## src/sv/llp_pkg.sv

```systemverilog
`timescale 1ns / 1ps
// ----------------------------------------------------------------------------
// llp_pkg
// Shared codes and types for the linked list pool with minimum query.
// ----------------------------------------------------------------------------
package llp_pkg;

    // Field widths of one input item and one result item.
    localparam int OP_W     = 2;
    localparam int ID_W     = 24;
    localparam int GRADE_W  = 10;
    localparam int SLOT_W   = 4;
    localparam int STATUS_W = 2;

    // Packed payload widths, padded to whole bytes.
    localparam int IN_DATA_W  = 40;
    localparam int OUT_DATA_W = 48;

    // Operation codes.
    localparam logic [OP_W-1:0] OP_INSERT = 2'd0;
    localparam logic [OP_W-1:0] OP_WALK   = 2'd1;
    localparam logic [OP_W-1:0] OP_FIND   = 2'd2;

    // Result status codes.
    localparam logic [STATUS_W-1:0] ST_OK    = 2'd0;
    localparam logic [STATUS_W-1:0] ST_FULL  = 2'd1;
    localparam logic [STATUS_W-1:0] ST_EMPTY = 2'd2;

    // Commands from the controller to the datapath.
    typedef enum logic [3:0] {
        CMD_NONE,
        CMD_INIT,
        CMD_LOAD,
        CMD_INS_RD_FREE,
        CMD_INS_WR_NODE,
        CMD_INS_LINK_HEAD,
        CMD_INS_LINK_AFT1,
        CMD_INS_LINK_AFT2,
        CMD_RD_NODE,
        CMD_FIND_STEP,
        CMD_TIE_RD,
        CMD_EMIT_INS,
        CMD_EMIT_FULL,
        CMD_EMIT_EMPTY,
        CMD_EMIT_NODE,
        CMD_EMIT_TIE
    } dp_cmd_t;

    // Status flags from the datapath to the controller.
    typedef struct packed {
        logic init_last;
        logic free_nil;
        logic list_nil;
        logic after_ok;
        logic walk_last;
        logic tie_zero;
        logic out_free;
    } dp_status_t;

endpackage

```

## src/sv/llp_datapath.sv

```systemverilog
`timescale 1ns / 1ps
// ----------------------------------------------------------------------------
// llp_datapath
// Node, link and tie memories, list pointers, walk registers and the
// result register, all driven by controller commands.
// ----------------------------------------------------------------------------
module llp_datapath
    import llp_pkg::*;
#(
    parameter int POOL_NODES = 16
)
(
    input  logic                clk,
    input  logic                rst_n,
    input  dp_cmd_t             cmd,
    input  logic [OP_W-1:0]     in_op,
    input  logic [ID_W-1:0]     in_id,
    input  logic [GRADE_W-1:0]  in_grade,
    input  logic                in_after_valid,
    input  logic [SLOT_W-1:0]   in_after_slot,
    output dp_status_t          sts,
    output logic                out_valid,
    input  logic                out_ready,
    output logic [STATUS_W-1:0] out_status,
    output logic [SLOT_W-1:0]   out_slot,
    output logic [ID_W-1:0]     out_id,
    output logic [GRADE_W-1:0]  out_grade,
    output logic                out_next_valid,
    output logic [SLOT_W-1:0]   out_next_slot,
    output logic                out_last
);

    localparam int IW = $clog2(POOL_NODES);
    localparam int LW = $clog2(POOL_NODES + 1);
    localparam logic [LW-1:0] NIL = LW'(POOL_NODES);
    localparam logic [IW-1:0] LAST_IDX = IW'(POOL_NODES - 1);

    logic [ID_W-1:0]    ids_mem    [POOL_NODES];
    logic [GRADE_W-1:0] grades_mem [POOL_NODES];
    logic [LW-1:0]      links_mem  [POOL_NODES];
    logic [ID_W-1:0]    tie_mem    [POOL_NODES];

    logic [ID_W-1:0]    ids_rd_reg;
    logic [GRADE_W-1:0] grades_rd_reg;
    logic [LW-1:0]      links_rd_reg;
    logic [ID_W-1:0]    tie_rd_reg;

    logic [IW-1:0]      init_cnt_reg;
    logic [LW-1:0]      free_head_reg;
    logic [LW-1:0]      list_head_reg;
    logic [LW-1:0]      cnt_reg;
    logic               out_valid_reg;

    logic [IW-1:0]      cur_reg;
    logic [IW-1:0]      steps_reg;
    logic               first_reg;
    logic [GRADE_W-1:0] minv_reg;
    logic [ID_W-1:0]    id_reg;
    logic [GRADE_W-1:0] grade_reg;
    logic               after_ok_reg;
    logic [IW-1:0]      after_idx_reg;

    logic               links_we;
    logic [IW-1:0]      links_wa;
    logic [LW-1:0]      links_wd;
    logic               links_re;
    logic [IW-1:0]      links_ra;
    logic               tie_we;
    logic [IW-1:0]      tie_wa;
    logic               has_next;
    logic               new_min;
    logic               same_min;
    logic               emit;

    assign has_next = links_rd_reg < NIL;
    assign new_min  = first_reg || (grades_rd_reg < minv_reg);
    assign same_min = grades_rd_reg == minv_reg;
    assign emit     = (cmd == CMD_EMIT_INS) || (cmd == CMD_EMIT_FULL) ||
                      (cmd == CMD_EMIT_EMPTY) || (cmd == CMD_EMIT_NODE) ||
                      (cmd == CMD_EMIT_TIE);

    assign sts.init_last = init_cnt_reg == LAST_IDX;
    assign sts.free_nil  = free_head_reg >= NIL;
    assign sts.list_nil  = list_head_reg >= NIL;
    assign sts.after_ok  = after_ok_reg;
    assign sts.walk_last = !has_next || (steps_reg == LAST_IDX);
    assign sts.tie_zero  = cnt_reg == '0;
    assign sts.out_free  = !out_valid_reg || out_ready;

    assign out_valid = out_valid_reg;

    // Link memory port selection.
    always_comb
    begin
        links_we = 1'b0;
        links_wa = '0;
        links_wd = '0;
        links_re = 1'b0;
        links_ra = '0;
        unique case (cmd)
            CMD_INIT:
            begin
                links_we = 1'b1;
                links_wa = init_cnt_reg;
                links_wd = LW'(init_cnt_reg) + LW'(1);
            end
            CMD_INS_RD_FREE, CMD_RD_NODE:
            begin
                links_re = 1'b1;
                links_ra = cur_reg;
            end
            CMD_INS_WR_NODE:
            begin
                links_re = 1'b1;
                links_ra = after_idx_reg;
            end
            CMD_INS_LINK_HEAD:
            begin
                links_we = 1'b1;
                links_wa = cur_reg;
                links_wd = list_head_reg;
            end
            CMD_INS_LINK_AFT1:
            begin
                links_we = 1'b1;
                links_wa = cur_reg;
                links_wd = links_rd_reg;
            end
            CMD_INS_LINK_AFT2:
            begin
                links_we = 1'b1;
                links_wa = after_idx_reg;
                links_wd = LW'(cur_reg);
            end
            default:
            begin
            end
        endcase
    end

    // A lower grade restarts the tie list at entry zero.
    always_comb
    begin
        tie_we = (cmd == CMD_FIND_STEP) && (new_min || same_min);
        tie_wa = new_min ? '0 : IW'(cnt_reg);
    end

    always_ff @(posedge clk)
    begin
        if (links_we)
        begin
            links_mem[links_wa] <= links_wd;
        end
        if (links_re)
        begin
            links_rd_reg <= links_mem[links_ra];
        end
    end

    always_ff @(posedge clk)
    begin
        if (cmd == CMD_INS_WR_NODE)
        begin
            ids_mem[cur_reg]    <= id_reg;
            grades_mem[cur_reg] <= grade_reg;
        end
        if (cmd == CMD_RD_NODE)
        begin
            ids_rd_reg    <= ids_mem[cur_reg];
            grades_rd_reg <= grades_mem[cur_reg];
        end
    end

    always_ff @(posedge clk)
    begin
        if (tie_we)
        begin
            tie_mem[tie_wa] <= ids_rd_reg;
        end
        if (cmd == CMD_TIE_RD)
        begin
            tie_rd_reg <= tie_mem[IW'(cnt_reg - LW'(1))];
        end
    end

    // Control registers.
    always_ff @(posedge clk or negedge rst_n)
    begin
        if (!rst_n)
        begin
            init_cnt_reg  <= '0;
            free_head_reg <= '0;
            list_head_reg <= NIL;
            cnt_reg       <= '0;
            out_valid_reg <= 1'b0;
        end
        else
        begin
            if (cmd == CMD_INIT)
            begin
                init_cnt_reg <= init_cnt_reg + IW'(1);
            end
            if (cmd == CMD_INS_WR_NODE)
            begin
                free_head_reg <= links_rd_reg;
            end
            if (cmd == CMD_INS_LINK_HEAD)
            begin
                list_head_reg <= LW'(cur_reg);
            end
            if ((cmd == CMD_LOAD) && (in_op == OP_FIND))
            begin
                cnt_reg <= '0;
            end
            else if (tie_we)
            begin
                cnt_reg <= new_min ? LW'(1) : cnt_reg + LW'(1);
            end
            else if (cmd == CMD_TIE_RD)
            begin
                cnt_reg <= cnt_reg - LW'(1);
            end
            if (emit)
            begin
                out_valid_reg <= 1'b1;
            end
            else if (out_ready)
            begin
                out_valid_reg <= 1'b0;
            end
        end
    end

    // Working registers of the current item.
    always_ff @(posedge clk)
    begin
        unique case (cmd)
            CMD_LOAD:
            begin
                cur_reg       <= (in_op == OP_INSERT) ? IW'(free_head_reg)
                                                      : IW'(list_head_reg);
                steps_reg     <= '0;
                first_reg     <= 1'b1;
                id_reg        <= in_id;
                grade_reg     <= in_grade;
                after_ok_reg  <= in_after_valid && (32'(in_after_slot) < POOL_NODES);
                after_idx_reg <= IW'(in_after_slot);
            end
            CMD_EMIT_NODE:
            begin
                cur_reg   <= IW'(links_rd_reg);
                steps_reg <= steps_reg + IW'(1);
            end
            CMD_FIND_STEP:
            begin
                cur_reg   <= IW'(links_rd_reg);
                steps_reg <= steps_reg + IW'(1);
                first_reg <= 1'b0;
                if (new_min)
                begin
                    minv_reg <= grades_rd_reg;
                end
            end
            default:
            begin
            end
        endcase
    end

    // Result register.
    always_ff @(posedge clk)
    begin
        if (emit)
        begin
            out_status     <= ST_OK;
            out_slot       <= '0;
            out_id         <= '0;
            out_grade      <= '0;
            out_next_valid <= 1'b0;
            out_next_slot  <= '0;
            out_last       <= 1'b1;
            unique case (cmd)
                CMD_EMIT_INS:
                begin
                    out_slot <= SLOT_W'(cur_reg);
                end
                CMD_EMIT_FULL:
                begin
                    out_status <= ST_FULL;
                end
                CMD_EMIT_EMPTY:
                begin
                    out_status <= ST_EMPTY;
                end
                CMD_EMIT_NODE:
                begin
                    out_slot       <= SLOT_W'(cur_reg);
                    out_id         <= ids_rd_reg;
                    out_grade      <= grades_rd_reg;
                    out_next_valid <= has_next;
                    out_next_slot  <= has_next ? SLOT_W'(links_rd_reg) : '0;
                    out_last       <= sts.walk_last;
                end
                CMD_EMIT_TIE:
                begin
                    out_id    <= tie_rd_reg;
                    out_grade <= minv_reg;
                    out_last  <= cnt_reg == '0;
                end
                default:
                begin
                end
            endcase
        end
    end

    a_emit_needs_room: assert property (@(posedge clk) disable iff (!rst_n)
        emit |-> (!out_valid_reg || out_ready))
        else $error("result loaded over a stalled result");

    a_tie_read_nonzero: assert property (@(posedge clk) disable iff (!rst_n)
        (cmd == CMD_TIE_RD) |-> (cnt_reg != '0))
        else $error("tie read with an empty tie list");

    a_heads_in_range: assert property (@(posedge clk) disable iff (!rst_n)
        (free_head_reg <= NIL) && (list_head_reg <= NIL) && (cnt_reg <= NIL))
        else $error("list pointer or tie count out of range");

endmodule

```

## src/sv/llp_controller.sv

```systemverilog
`timescale 1ns / 1ps
// ----------------------------------------------------------------------------
// llp_controller
// Sequencer that steps the datapath through clearing, insert, walk and
// find-minimum operations.
// ----------------------------------------------------------------------------
module llp_controller
    import llp_pkg::*;
(
    input  logic            clk,
    input  logic            rst_n,
    input  logic            in_valid,
    output logic            in_ready,
    input  logic [OP_W-1:0] in_op,
    input  dp_status_t      sts,
    output dp_cmd_t         cmd
);

    typedef enum logic [3:0] {
        S_INIT,
        S_IDLE,
        S_INS_RD,
        S_INS_WR,
        S_INS_HEAD,
        S_INS_AFT1,
        S_INS_AFT2,
        S_EMIT_INS,
        S_EMIT_FULL,
        S_EMIT_EMPTY,
        S_WALK_RD,
        S_WALK_EMIT,
        S_FIND_RD,
        S_FIND_STEP,
        S_TIE_RD,
        S_TIE_EMIT
    } state_t;

    state_t state_reg;
    state_t state_next;

    assign in_ready = state_reg == S_IDLE;

    always_comb
    begin
        state_next = state_reg;
        cmd        = CMD_NONE;
        unique case (state_reg)
            S_INIT:
            begin
                cmd = CMD_INIT;
                if (sts.init_last)
                begin
                    state_next = S_IDLE;
                end
            end
            S_IDLE:
            begin
                if (in_valid)
                begin
                    cmd = CMD_LOAD;
                    priority if (in_op == OP_INSERT)
                    begin
                        state_next = sts.free_nil ? S_EMIT_FULL : S_INS_RD;
                    end
                    else if (in_op == OP_WALK)
                    begin
                        state_next = sts.list_nil ? S_EMIT_EMPTY : S_WALK_RD;
                    end
                    else if (in_op == OP_FIND)
                    begin
                        state_next = sts.list_nil ? S_EMIT_EMPTY : S_FIND_RD;
                    end
                    else
                    begin
                        state_next = S_IDLE;
                    end
                end
            end
            S_INS_RD:
            begin
                cmd        = CMD_INS_RD_FREE;
                state_next = S_INS_WR;
            end
            S_INS_WR:
            begin
                cmd        = CMD_INS_WR_NODE;
                state_next = sts.after_ok ? S_INS_AFT1 : S_INS_HEAD;
            end
            S_INS_HEAD:
            begin
                cmd        = CMD_INS_LINK_HEAD;
                state_next = S_EMIT_INS;
            end
            S_INS_AFT1:
            begin
                cmd        = CMD_INS_LINK_AFT1;
                state_next = S_INS_AFT2;
            end
            S_INS_AFT2:
            begin
                cmd        = CMD_INS_LINK_AFT2;
                state_next = S_EMIT_INS;
            end
            S_EMIT_INS:
            begin
                if (sts.out_free)
                begin
                    cmd        = CMD_EMIT_INS;
                    state_next = S_IDLE;
                end
            end
            S_EMIT_FULL:
            begin
                if (sts.out_free)
                begin
                    cmd        = CMD_EMIT_FULL;
                    state_next = S_IDLE;
                end
            end
            S_EMIT_EMPTY:
            begin
                if (sts.out_free)
                begin
                    cmd        = CMD_EMIT_EMPTY;
                    state_next = S_IDLE;
                end
            end
            S_WALK_RD:
            begin
                cmd        = CMD_RD_NODE;
                state_next = S_WALK_EMIT;
            end
            S_WALK_EMIT:
            begin
                if (sts.out_free)
                begin
                    cmd        = CMD_EMIT_NODE;
                    state_next = sts.walk_last ? S_IDLE : S_WALK_RD;
                end
            end
            S_FIND_RD:
            begin
                cmd        = CMD_RD_NODE;
                state_next = S_FIND_STEP;
            end
            S_FIND_STEP:
            begin
                cmd        = CMD_FIND_STEP;
                state_next = sts.walk_last ? S_TIE_RD : S_FIND_RD;
            end
            S_TIE_RD:
            begin
                cmd        = CMD_TIE_RD;
                state_next = S_TIE_EMIT;
            end
            S_TIE_EMIT:
            begin
                if (sts.out_free)
                begin
                    cmd        = CMD_EMIT_TIE;
                    state_next = sts.tie_zero ? S_IDLE : S_TIE_RD;
                end
            end
            default:
            begin
                state_next = S_IDLE;
            end
        endcase
    end

    always_ff @(posedge clk or negedge rst_n)
    begin
        if (!rst_n)
        begin
            state_reg <= S_INIT;
        end
        else
        begin
            state_reg <= state_next;
        end
    end

    a_init_once: assert property (@(posedge clk) disable iff (!rst_n)
        (state_reg != S_INIT) |=> (state_reg != S_INIT))
        else $error("link clearing pass restarted outside reset");

endmodule

```

## src/sv/linked_list_pool_with_min_query_top.sv

```systemverilog
`timescale 1ns / 1ps
// ----------------------------------------------------------------------------
// linked_list_pool_with_min_query_top
// Pool of linked nodes with a free chain, supporting insert, in-order walk
// and a query for the ids that share the lowest grade.
// ----------------------------------------------------------------------------
// After reset the block runs a clearing pass that chains every slot into
// the free chain; s_tready stays low until it is done. Each input transfer
// carries one operation in s_tuser. s_tready is high only while the
// sequencer is idle, so no new operation is taken until the last result of
// the current one is loaded into the output register. The free link has to
// be read back before the free head can move, and linking after a slot
// needs a second registered read and two writes on the single port pair of
// the link memory. A walk or a find-minimum visits each node with one
// registered read of the link memory followed by the step that uses it, and
// a find-minimum reads each tied id back from the tie memory the same way.
// Results go through an output register, so a new operation is accepted
// while the last result of the previous one waits; a stalled m_tready
// simply holds the sequencer at its next emit.
// ----------------------------------------------------------------------------
module linked_list_pool_with_min_query_top
    import llp_pkg::*;
#(
    parameter int POOL_NODES = 16
)
(
    input  logic                  clk,
    input  logic                  rst_n,
    input  logic                  s_tvalid,
    output logic                  s_tready,
    // s_tdata, from bit 0: student_id[23:0], grade_tenths[33:24],
    // after_valid[34], after_slot[38:35], zero pad[39].
    input  logic [IN_DATA_W-1:0]  s_tdata,
    // s_tuser, from bit 0: op[1:0].
    input  logic [OP_W-1:0]       s_tuser,
    output logic                  m_tvalid,
    input  logic                  m_tready,
    // m_tdata, from bit 0: status[1:0], slot[5:2], out_id[29:6],
    // out_grade[39:30], next_valid[40], next_slot[44:41], zero pad[47:45].
    output logic [OUT_DATA_W-1:0] m_tdata,
    output logic                  m_tlast
);

    dp_cmd_t             cmd;
    dp_status_t          sts;
    logic [STATUS_W-1:0] out_status;
    logic [SLOT_W-1:0]   out_slot;
    logic [ID_W-1:0]     out_id;
    logic [GRADE_W-1:0]  out_grade;
    logic                out_next_valid;
    logic [SLOT_W-1:0]   out_next_slot;

    // The controller owns the sequencing; the datapath owns every memory
    // and pointer and answers with a small set of status flags.
    llp_controller u_ctrl (
        .clk      (clk),
        .rst_n    (rst_n),
        .in_valid (s_tvalid),
        .in_ready (s_tready),
        .in_op    (s_tuser),
        .sts      (sts),
        .cmd      (cmd)
    );

    llp_datapath #(
        .POOL_NODES (POOL_NODES)
    ) u_dp (
        .clk            (clk),
        .rst_n          (rst_n),
        .cmd            (cmd),
        .in_op          (s_tuser),
        .in_id          (s_tdata[23:0]),
        .in_grade       (s_tdata[33:24]),
        .in_after_valid (s_tdata[34]),
        .in_after_slot  (s_tdata[38:35]),
        .sts            (sts),
        .out_valid      (m_tvalid),
        .out_ready      (m_tready),
        .out_status     (out_status),
        .out_slot       (out_slot),
        .out_id         (out_id),
        .out_grade      (out_grade),
        .out_next_valid (out_next_valid),
        .out_next_slot  (out_next_slot),
        .out_last       (m_tlast)
    );

    // Pack the result fields, first field in the lowest bits.
    assign m_tdata = {3'b000, out_next_slot, out_next_valid, out_grade,
                      out_id, out_slot, out_status};

endmodule

```

## config.mk

```make
export PLATFORM = sky130hd
export DESIGN_NAME = linked_list_pool_with_min_query_top
export DESIGN_NICKNAME = d
export VERILOG_FILES = /design/src/sv/llp_pkg.sv /design/src/sv/llp_datapath.sv /design/src/sv/llp_controller.sv /design/src/sv/linked_list_pool_with_min_query_top.sv
export SDC_FILE = /design/constraint.sdc
export NUM_CORES = 1
export LEC_CHECK = 0
export BUFFER_PORTS_ARGS = -buffer_cell sky130_fd_sc_hd__buf_2
export CORE_MARGIN = 5
export CORE_UTILIZATION = 62
export CTS_CLUSTER_SIZE = 16
export DETAILED_ROUTE_END_ITERATION = 12
export GPL_TIMING_DRIVEN = 0
export MAX_ROUTING_LAYER = met4
export PLACE_DENSITY_LB_ADDON = 0.3
export REMOVE_ABC_BUFFERS = 1
export SLEW_MARGIN = 5
export SYNTH_ARGS = -nofsm -noshare
export SYNTH_HDL_FRONTEND = slang
export SYNTH_SLANG_ARGS = --single-unit
```

## constraint.sdc

```tcl
create_clock -name clk -period 5.25 [get_ports clk]
set_input_delay 1.05 -clock clk [delete_from_list [all_inputs] [get_ports clk]]
set_output_delay 1.05 -clock clk [all_outputs]
set_load 0.1 [all_outputs]
```

Yosys cells after proc, flatten, opt, wreduce, memory -nomap -nowiden --
Memory sizes are Yosys's and may differ from the RTL's. A register that Yosys moved wholly into a read port is not among the register bits. Index checks and enable logic that the tools add are counted.
Cells by class: $add $sub $neg 5, multiply operators 0, divide/modulo/power cells 0, $lt $le $gt $ge 4, equal/unequal tests 40, shift-type cells 0, muxes and demuxes 49, bitwise operators 0, reductions and logical operators 31
Operator list (number):
- $eq A4 B4 Y1 const B | 18
- $mux W4 | 18
- $pmux W4 S15 | 1
- $pmux W4 S13 | 1
- $pmux W24 S2 | 1
- $eq A4 B3 Y1 const B | 8
- $pmux W4 S2 | 3
- $mux W5 | 4
- $pmux W10 S2 | 1
- $pmux W5 S4 | 1
- $eq A4 B2 Y1 const B | 4
- $pmux W4 S3 | 1
- $reduce_or A2 Y1 | 6
- $mux W1 | 11
- $eq A10 B10 Y1 | 1
- $ge A5 B5 Y1 const B | 2
- $lt A10 B10 Y1 | 1
- $add A4 B1 Y4 const B | 2
- $eq A4 B1 Y1 const B | 2
- $logic_or A1 B1 Y1 | 8
- $ne A2 B2 Y1 const B | 4
- $mux W2 | 3
- $reduce_bool A2 Y1 | 3
- $reduce_or A3 Y1 | 2
- other kinds (19) | 23
Storage, ports and cells: register bits 128, bits in latches 0, bits in writable memories 1008, ROM bits 0, bits of input ports 46, output and inout port bits 51, logic and storage cells 154, memories kept 4
Memory list:
- u_dp.ids_mem | words 16, bits a word 24, rd ports 1, clocked after Yosys merged registers in 1, wr ports 1, line llp_datapath.sv:38 | logic [ID_W-1:0] ids_mem [POOL_NODES];
- u_dp.tie_mem | words 16, bits a word 24, rd ports 1, clocked after Yosys merged registers in 1, wr ports 1, line llp_datapath.sv:41 | logic [ID_W-1:0] tie_mem [POOL_NODES];
- u_dp.grades_mem | words 16, bits a word 10, rd ports 1, clocked after Yosys merged registers in 1, wr ports 1, line llp_datapath.sv:39 | logic [GRADE_W-1:0] grades_mem [POOL_NODES];
- u_dp.links_mem | words 16, bits a word 5, rd ports 1, clocked after Yosys merged registers in 1, wr ports 1, line llp_datapath.sv:40 | logic [LW-1:0] links_mem [POOL_NODES];

Longest topological paths before layout --
Gate-level depths: netlist (run 1).
depth in word-level cells 10, depth in mapped cells 10

Cells and area by module --
From an unflattened synthesis (run 1), not the netlist that was laid out.
Second synthesis, totals: cells, all modules 2050, area total of the unflattened synthesis 46180.5 µm²
Modules (own cells, without submodules):
- llp_datapath | times used 1, cells an instance 1963, area each 45507.4 µm², sequential area each 35785.6 µm²
- llp_controller | times used 1, cells an instance 82, area each 639.4 µm², sequential area each 100.1 µm²
- linked_list_pool_with_min_query_top | times used 1, cells an instance 5, area each 33.8 µm², sequential area each 0.0 µm²

Least setup slack after synthesis (run 1) --
Ideal clock, no wire load.
kind register to register, start register u_ctrl.state_reg[2], end memory u_dp.grades_mem[0][0] (enable), setup time 0.467 ns, arrival 3.954 ns, required time 4.783 ns, path slack 0.828 ns, stages on the path, launching flop included 6, buffers on the path 2, clock period less this slack 4.422 ns, cells stage by stage dfrtp_1 buf_2 buf_2 nor3_2 or3b_2 nor3_1
Between the ends: longest elaborated chain between the ends 6
Ends and longest elaborated chain:
- from (decl) | line llp_controller.sv:38 | state_t state_reg;
- from (signal assigned) | line llp_controller.sv:179 | state_reg <= state_next;
- $eq A4 B4 Y1 | line llp_controller.sv:47 | unique case (state_reg)
- $reduce_or A2 Y1 (no source line)
- $pmux W4 S15 * | line llp_controller.sv:47
- $eq A4 B3 Y1 * | line llp_datapath.sv:162 | if (cmd == CMD_INS_WR_NODE)
- $mux W1 * | line llp_datapath.sv:162
- $mux W1 (implied by the code) * | line llp_datapath.sv:165 | grades_mem[cur_reg] <= grade_reg;
- to (decl) | line llp_datapath.sv:39
Mark *: on every way between the ends. The rest lies on a longest branch, timed or not.

Worst setup path in the final report (run 1) --
start register u_ctrl.state_reg[0], end memory u_dp.ids_mem[2][13] (enable)
Between the ends: longest elaborated chain between the ends 6
Ends and longest elaborated chain:
- $eq A4 B4 Y1 | line llp_controller.sv:47
- $reduce_or A2 Y1 (no source line)
- $pmux W4 S15 * | line llp_controller.sv:47
- $eq A4 B3 Y1 * | line llp_datapath.sv:162
- $mux W1 * | line llp_datapath.sv:162
- $mux W1 (implied by the code) * | line llp_datapath.sv:164 | ids_mem[cur_reg] <= id_reg;
- to (decl) | line llp_datapath.sv:38
Marks and branches as above.

==> results.json, run 1 <==
{
  "finalCriticalPeriod_ps": 4510,
  "syn2layout_area_growth_pct": 15.6,
  "path_cells": "nand2_1, nor3_2, nand3b_1, nor3_2, buf_4, buf_4",
  "yosys-top-cells-count": "1175 x edfxtp_1, 310 x mux4_2, 77 x nor2_1",
  "cts-resized-gates": 0,
  "ys.warnings.count": 0,
  "finalHoldViolations": 0,
  "cp-end-kind": "flip-flop",
  "die_h_um": 282,
  "ir_drop_mv": 0.371,
  "hp-class": "in2async",
  "postSynthCellCount": 2014,
  "regArea_um2": 35900,
  "clock_path_buffers": 3,
  "max_freq_mhz": 222,
  "slowest_stage": "dfrtp_1",
  "post-dp-hpwl_um": 62700,
  "critPathMaxStageDelay_ps": 1090,
  "row_count": 99,
  "fin_crit_sh_pct": 85.9,
  "final.setup.worst_slack_ps": 740,
  "routabilityCongestion": 0.896,
  "fillers": 3887,
  "io-pin-count": 97,
  "status": "completed",
  "powerDensity_nw_per_um2": 522,
  "cp-start-kind": "flip-flop",
  "path_buf_inv": 2,
  "drv_cap": 0,
  "hold_buffers": 0,
  "reg2reg_depth": 6,
  "cts_tree": "built",
  "rsz0062_at_grt": "false",
  "synth_area_leader_cell": "edfxtp_1",
  "final_max_slew_viol_count": 0,
  "largestRegisters": "u_dp.ids_mem x384, u_dp.tie_mem x384, u_dp.grades_mem x160",
  "drt-total-wl_um": 107000,
  "vias": 22300,
  "yosys.area.top_type_share_pct": 76.9,
  "grt_pass1_wl_um": 156000,
  "worstPathRequired_ps": 5630,
  "grt_max_degree": 57,
  "ys.flop_type": "edfxtp_1",
  "numCtsBuffers": 112,
  "avgSynthCellArea_um2": 22.8,
  "multi_input_area_um2": 9780,
  "portBuffers": 92,
  "yosys-top-cells-area": "edfxtp_1 77%, mux4_2 15%, dfrtp_1 1.3%",
  "cpLargestDelayFamily": "simple AND/OR/NAND/NOR gates",
  "grt_overflow": 0,
  "arrival_ps": 4890,
  "synth.most_common_cell": "edfxtp_1",
  "postRouteAntennaNets": 0,
  "worstMarginPinSlew_ps": 1270,
  "crit_type": "reg2reg",
  "drc": 0,
  "setup_viol": 0,
  "leakage_nw": 17.0,
  "nets": 2290,
  "wl_per_cell_um": 32.5,
  "die_width_um": 282,
  "fin_util_pct": 72.5,
  "ys_async_sr_fraction_pct": 2.00,
  "skew_ps": 27.3,
  "ys_ff_latch": 1199,
  "yosysUniqueCellTypes": 69,
  "track_usage_pct": 28.2,
  "ys_seq_area_share_pct": 78.2,
  "reg2reg_from": "u_ctrl.state_reg[0]$_DFFE_PN0P_",
  "relSlewSlack_pct": 14.9,
  "r2r_slack_ps": 740,
  "grt_pass1_vias": 23200,
  "clock-sinks": 1199,
  "drt_first_pass_iters": 8,
  "synth_area_um2": 45900,
  "drive_above_1_share_pct": 31.6,
  "die-area_um2": 79500,
  "synth_edf_count": 1175,
  "dp_slack_ps": 1030,
  "htree_levels": 3,
  "core-area_um2": 73200,
  "worstSkewPairLatency_ps": 700,
  "critPathLaunch": "u_ctrl.state_reg[0]$_DFFE_PN0P_",
  "initial_core_util_pct": 62.7,
  "cts_root_buf": "clkbuf_16",
  "post_cts_buffers": 0,
  "drtIter0Drc": 2821,
  "antenna_found_initial": 3,
  "setup_tns_ps": 0,
  "routed_via_density": 6.79,
  "path_max_fanout": 34,
  "clk_pin_slew_ps": 60,
  "r2r-end": "u_dp.ids_mem[2][13]$_DFFE_PP_"
}
## worst max-delay path by stage
stage	to	slack, ps	depth (start not counted)
2_1_floorplan	u_dp.grades_mem[3][0]$_DFFE_PP_	-3790	2
3_3_place_gp	u_dp.ids_mem[3][15]$_DFFE_PP_	-9230	2
3_5_place_dp	u_dp.ids_mem[2][15]$_DFFE_PP_	1030	6
4_1_cts	u_dp.ids_mem[2][13]$_DFFE_PP_	850	6
5_1_grt	u_dp.ids_mem[2][13]$_DFFE_PP_	610	6
6_report	u_dp.ids_mem[2][13]$_DFFE_PP_	740	6
## layout by cell type, fill, tap and decap left out, types with 5 or more instances in the layout
cell	n
buf_2	92
edfxtp_1	1175
clkinv_2	19
buf_4	21
mux2i_1	8
o21ai_0	11
nand2_1	33
clkbuf_1	29
buf_12	11
nor2_4	24
nor3_1	9
clkinv_1	25
bufinv_16	11
inv_1	26
o221ai_1	5
buf_8	13
a22oi_1	21
mux4_2	310
a22o_1	34
buf_16	48
clkbuf_16	113
ha_1	16
nor3_2	8
nand2b_1	13
a31oi_1	7
mux2_2	11
nor2b_1	7
and2_1	9
xor2_1	5
dfrtp_1	22
a21oi_1	26
nor2_1	54
buf_6	10
nand3_1	14
## report_power, final
group,internal (W),leakage [nW],switching [W]
Sequential,0.0116,10.9,0.000671
Combinational,0.00311,4.34,0.00429
Clock,0.00451,1.75,0.00348
Total,0.0193,17.0,0.00844
## area by class of cell
type                       count  area share (%)
tap                          959            2.26
clock inverter                66            1.21
antenna                        3          0.0142
sequential                  1199            67.7
inverter                      28           0.198
clock buffer                 143            5.56
multi-input combinational    691            18.4
timing repair buffer         195            4.65
## routing by layer
metal	share of wire [%]	track usage [%]
met5	0	-
met4	3.1	8.65
met3	7.7	4.45
met2	54	48.5
met1	35	35.4
## stage by stage
| step | total power [W] | std cells | cell area [um2] | hold slack (ps) |
|---|---|---|---|---|
| finish | 0.0277 | 3284 | 53000 | 367 |
| global route | 0.0287 | 3284 | 53000 | 418 |
| CTS | 0.0278 | 3281 | 53000 | 362 |
| detailed placement | 0.0198 | 3072 | 49400 | 484 |
| global placement | 0.0196 | 2969 | 47100 | 472 |
| floorplan | 0.0177 | 1918 | 45500 | 450 |
## cell families (layout without fill, tap and decap cells)
kind of cell | count (synthesis) | count (layout) | synth area share, %
buffers and inverters | 126 | 432 | 1.15
other | 1 | 6 | 0.00817
AO/OA/AOI/OAI | 133 | 133 | 2.13
XOR/XNOR | 9 | 9 | 0.172
flip-flops | 1199 | 1199 | 78.2
multiplexers | 329 | 329 | 15.7
adder cells (fa/ha/maj) | 17 | 17 | 0.464
AND/OR/NAND/NOR | 200 | 200 | 2.20
(Power assumes the default switching activity.)
==> run 2, diff against run 1 <==
Settings changed: MAX_ROUTING_LAYER met4 to default.
==> run 2 against run 1 <==
  * Fmax rose by 0.24%
  * Sequential power about the same
  * Highest routed layer is now met5
  * Register-to-register slack about the same
  * Non-clock buffer count stayed put
  * Largest power group unchanged
==> results.json, run 2 (same netlist as run 1, synthesis figures left out) <==
{
  "r2r_slack_ps": 750,
  "p_int_w": 0.0193,
  "routabilityCongestion": 0.881,
  "nets": 2290,
  "drt_first_pass_iters": 6,
  "syn2layout_area_growth_pct": 15.6,
  "setup_viol": 0,
  "finalCriticalPeriod_ps": 4500,
  "final_common_cell": "edfxtp_1",
  "max_freq_mhz": 222,
  "core-area_um2": 73200,
  "cts-resized-gates": 0,
  "largestRegisters": "u_dp.ids_mem x384, u_dp.tie_mem x384, u_dp.grades_mem x160",
  "initial_core_util_pct": 62.7,
  "grt_max_degree": 57,
  "vias": 22200,
  "drc": 0,
  "leakage_nw": 17.0,
  "worstPathRequired_ps": 5620,
  "cp-start-kind": "flip-flop",
  "critPathLaunch": "u_ctrl.state_reg[0]$_DFFE_PN0P_",
  "final_max_slew_viol_count": 0,
  "post-dp-hpwl_um": 62700,
  "reg2reg_depth": 6,
  "clock_path_buffers": 3,
  "pwr-share-seq_pct": 44.4,
  "grt_pass1_wl_um": 156000,
  "grt_overflow": 0,
  "path_max_fanout": 34,
  "drt-total-wl_um": 107000,
  "routed_via_density": 6.77,
  "worstMarginPinSlew_ps": 1210,
  "cts_root_buf": "clkbuf_16",
  "row_count": 99,
  "drive_above_1_share_pct": 31.6,
  "ir_drop_mv": 0.372,
  "swShare_pct": 30.5,
  "r2r-end": "u_dp.ids_mem[2][17]$_DFFE_PP_",
  "die_h_um": 282,
  "critPathCapture": "u_dp.ids_mem[2][17]$_DFFE_PP_",
  "status": "completed",
  "clock-sinks": 1199,
  "postRouteAntennaNets": 0,
  "layout_common_cells": "1175 x edfxtp_1, 310 x mux4_2, 113 x clkbuf_16, 92 x buf_2, 54 x nor2_1",
  "arrival_ps": 4870,
  "fin_area_um2": 53000,
  "htree_levels": 3,
  "switching_power_w": 0.00844,
  "cts_tree": "built",
  "portBuffers": 92,
  "clk_pin_slew_ps": 60,
  "grt_pass1_vias": 23200,
  "antenna_found_initial": 3,
  "numCtsBuffers": 112,
  "drtIter0Drc": 2735,
  "skew_ps": 31.5,
  "post_cts_buffers": 0,
  "hp-class": "in2async",
  "fin_util_pct": 72.5,
  "reg2reg_from": "u_ctrl.state_reg[0]$_DFFE_PN0P_",
  "die_width_um": 282,
  "relSlewSlack_pct": 18.8,
  "finalHoldViolations": 0,
  "drv_cap": 0,
  "p_comb_share_pct": 26.7,
  "powerDensity_nw_per_um2": 522,
  "rsz0062_at_grt": "false",
  "fin_crit_sh_pct": 85.7,
  "placed_area_um2": 49400,
  "die-area_um2": 79500,
  "hold_buffers": 0,
  "track_usage_pct": 27.3,
  "io-pin-count": 97,
  "fillers": 3887,
  "crit_type": "reg2reg",
  "clockPowerShare_pct": 28.9,
  "wl_per_cell_um": 32.6,
  "cp-end-kind": "flip-flop",
  "worstSkewPairLatency_ps": 700
}
## run 2: cell type report
| type | instances | area [um2] | area share [%] |
|---|---|---|---|
| Antenna cell | 1 | 2.50 | 0.00472 |
| Multi-Input combinational cell | 691 | 9780 | 18.4 |
| Tap cell | 959 | 1200 | 2.26 |
| Clock inverter | 66 | 642 | 1.21 |
| Timing Repair Buffer | 195 | 2470 | 4.65 |
| Inverter | 28 | 105 | 0.198 |
| Sequential cell | 1199 | 35900 | 67.7 |
| Clock buffer | 143 | 2950 | 5.56 |
## run 2: per-layer routing
metal | vias to the layer above | global-route usage [%] | part of all wire [%]
li1 | 8966 | - | -
met1 | 11600 | 35.3 | 35
met2 | 1393 | 48.4 | 54
met3 | 234 | 4.74 | 8.1
met4 | 4 | 8.74 | 3.0
met5 | - | 0 | 0.035
## run 2: through the flow
stage          instances  hold slack (ps)  power, W  setup slack (ps)  setup TNS [ps]
6_report            3282              386    0.0277               751               0
5_1_grt             3281              418    0.0287               607               0
4_1_cts             3281              362    0.0278               851               0
3_5_place_dp        3072              484    0.0198              1030               0
3_3_place_gp        2969              472    0.0196             -9230        -5593960
2_1_floorplan       1918              450    0.0177             -3790        -1723900
## run 2: power by group through the flow
| stage | Combinational (W) | Clock (W) | Sequential, W |
|---|---|---|---|
| after floorplan | 0.00399 | 0 | 0.0137 |
| after global placement | 0.00659 | 0 | 0.0130 |
| after detailed placement | 0.00728 | 0 | 0.0125 |
| after CTS | 0.00743 | 0.00807 | 0.0123 |
| after global routing | 0.00776 | 0.00852 | 0.0124 |
| final | 0.00740 | 0.00800 | 0.0123 |
## run 2: worst min path at each step
stage	startpoint	endpoint	cells after the start	slack, ps
after detailed placement	u_dp.grades_rd_reg[9]$_DFFE_PN_	u_dp.minv_reg[9]$_DFFE_PP_	0	480
after global routing	rst_n	u_dp.init_cnt_reg[3]$_DFFE_PN0N_	1	420
after global placement	u_dp.grades_rd_reg[9]$_DFFE_PN_	u_dp.minv_reg[9]$_DFFE_PP_	0	470
after CTS	rst_n	u_dp.init_cnt_reg[2]$_DFFE_PN0N_	1	360
after floorplan	u_dp.grades_rd_reg[0]$_DFFE_PN_	u_dp.minv_reg[0]$_DFFE_PP_	0	450
final	rst_n	u_dp.init_cnt_reg[3]$_DFFE_PN0N_	1	390
## run 2: critical path: stages (launching register included)
cell,delay (ps)
dfrtp_1,1090
nand2_1,250
nor3_2,790
nand3b_1,550
nor3_2,910
buf_4,360
buf_4,240
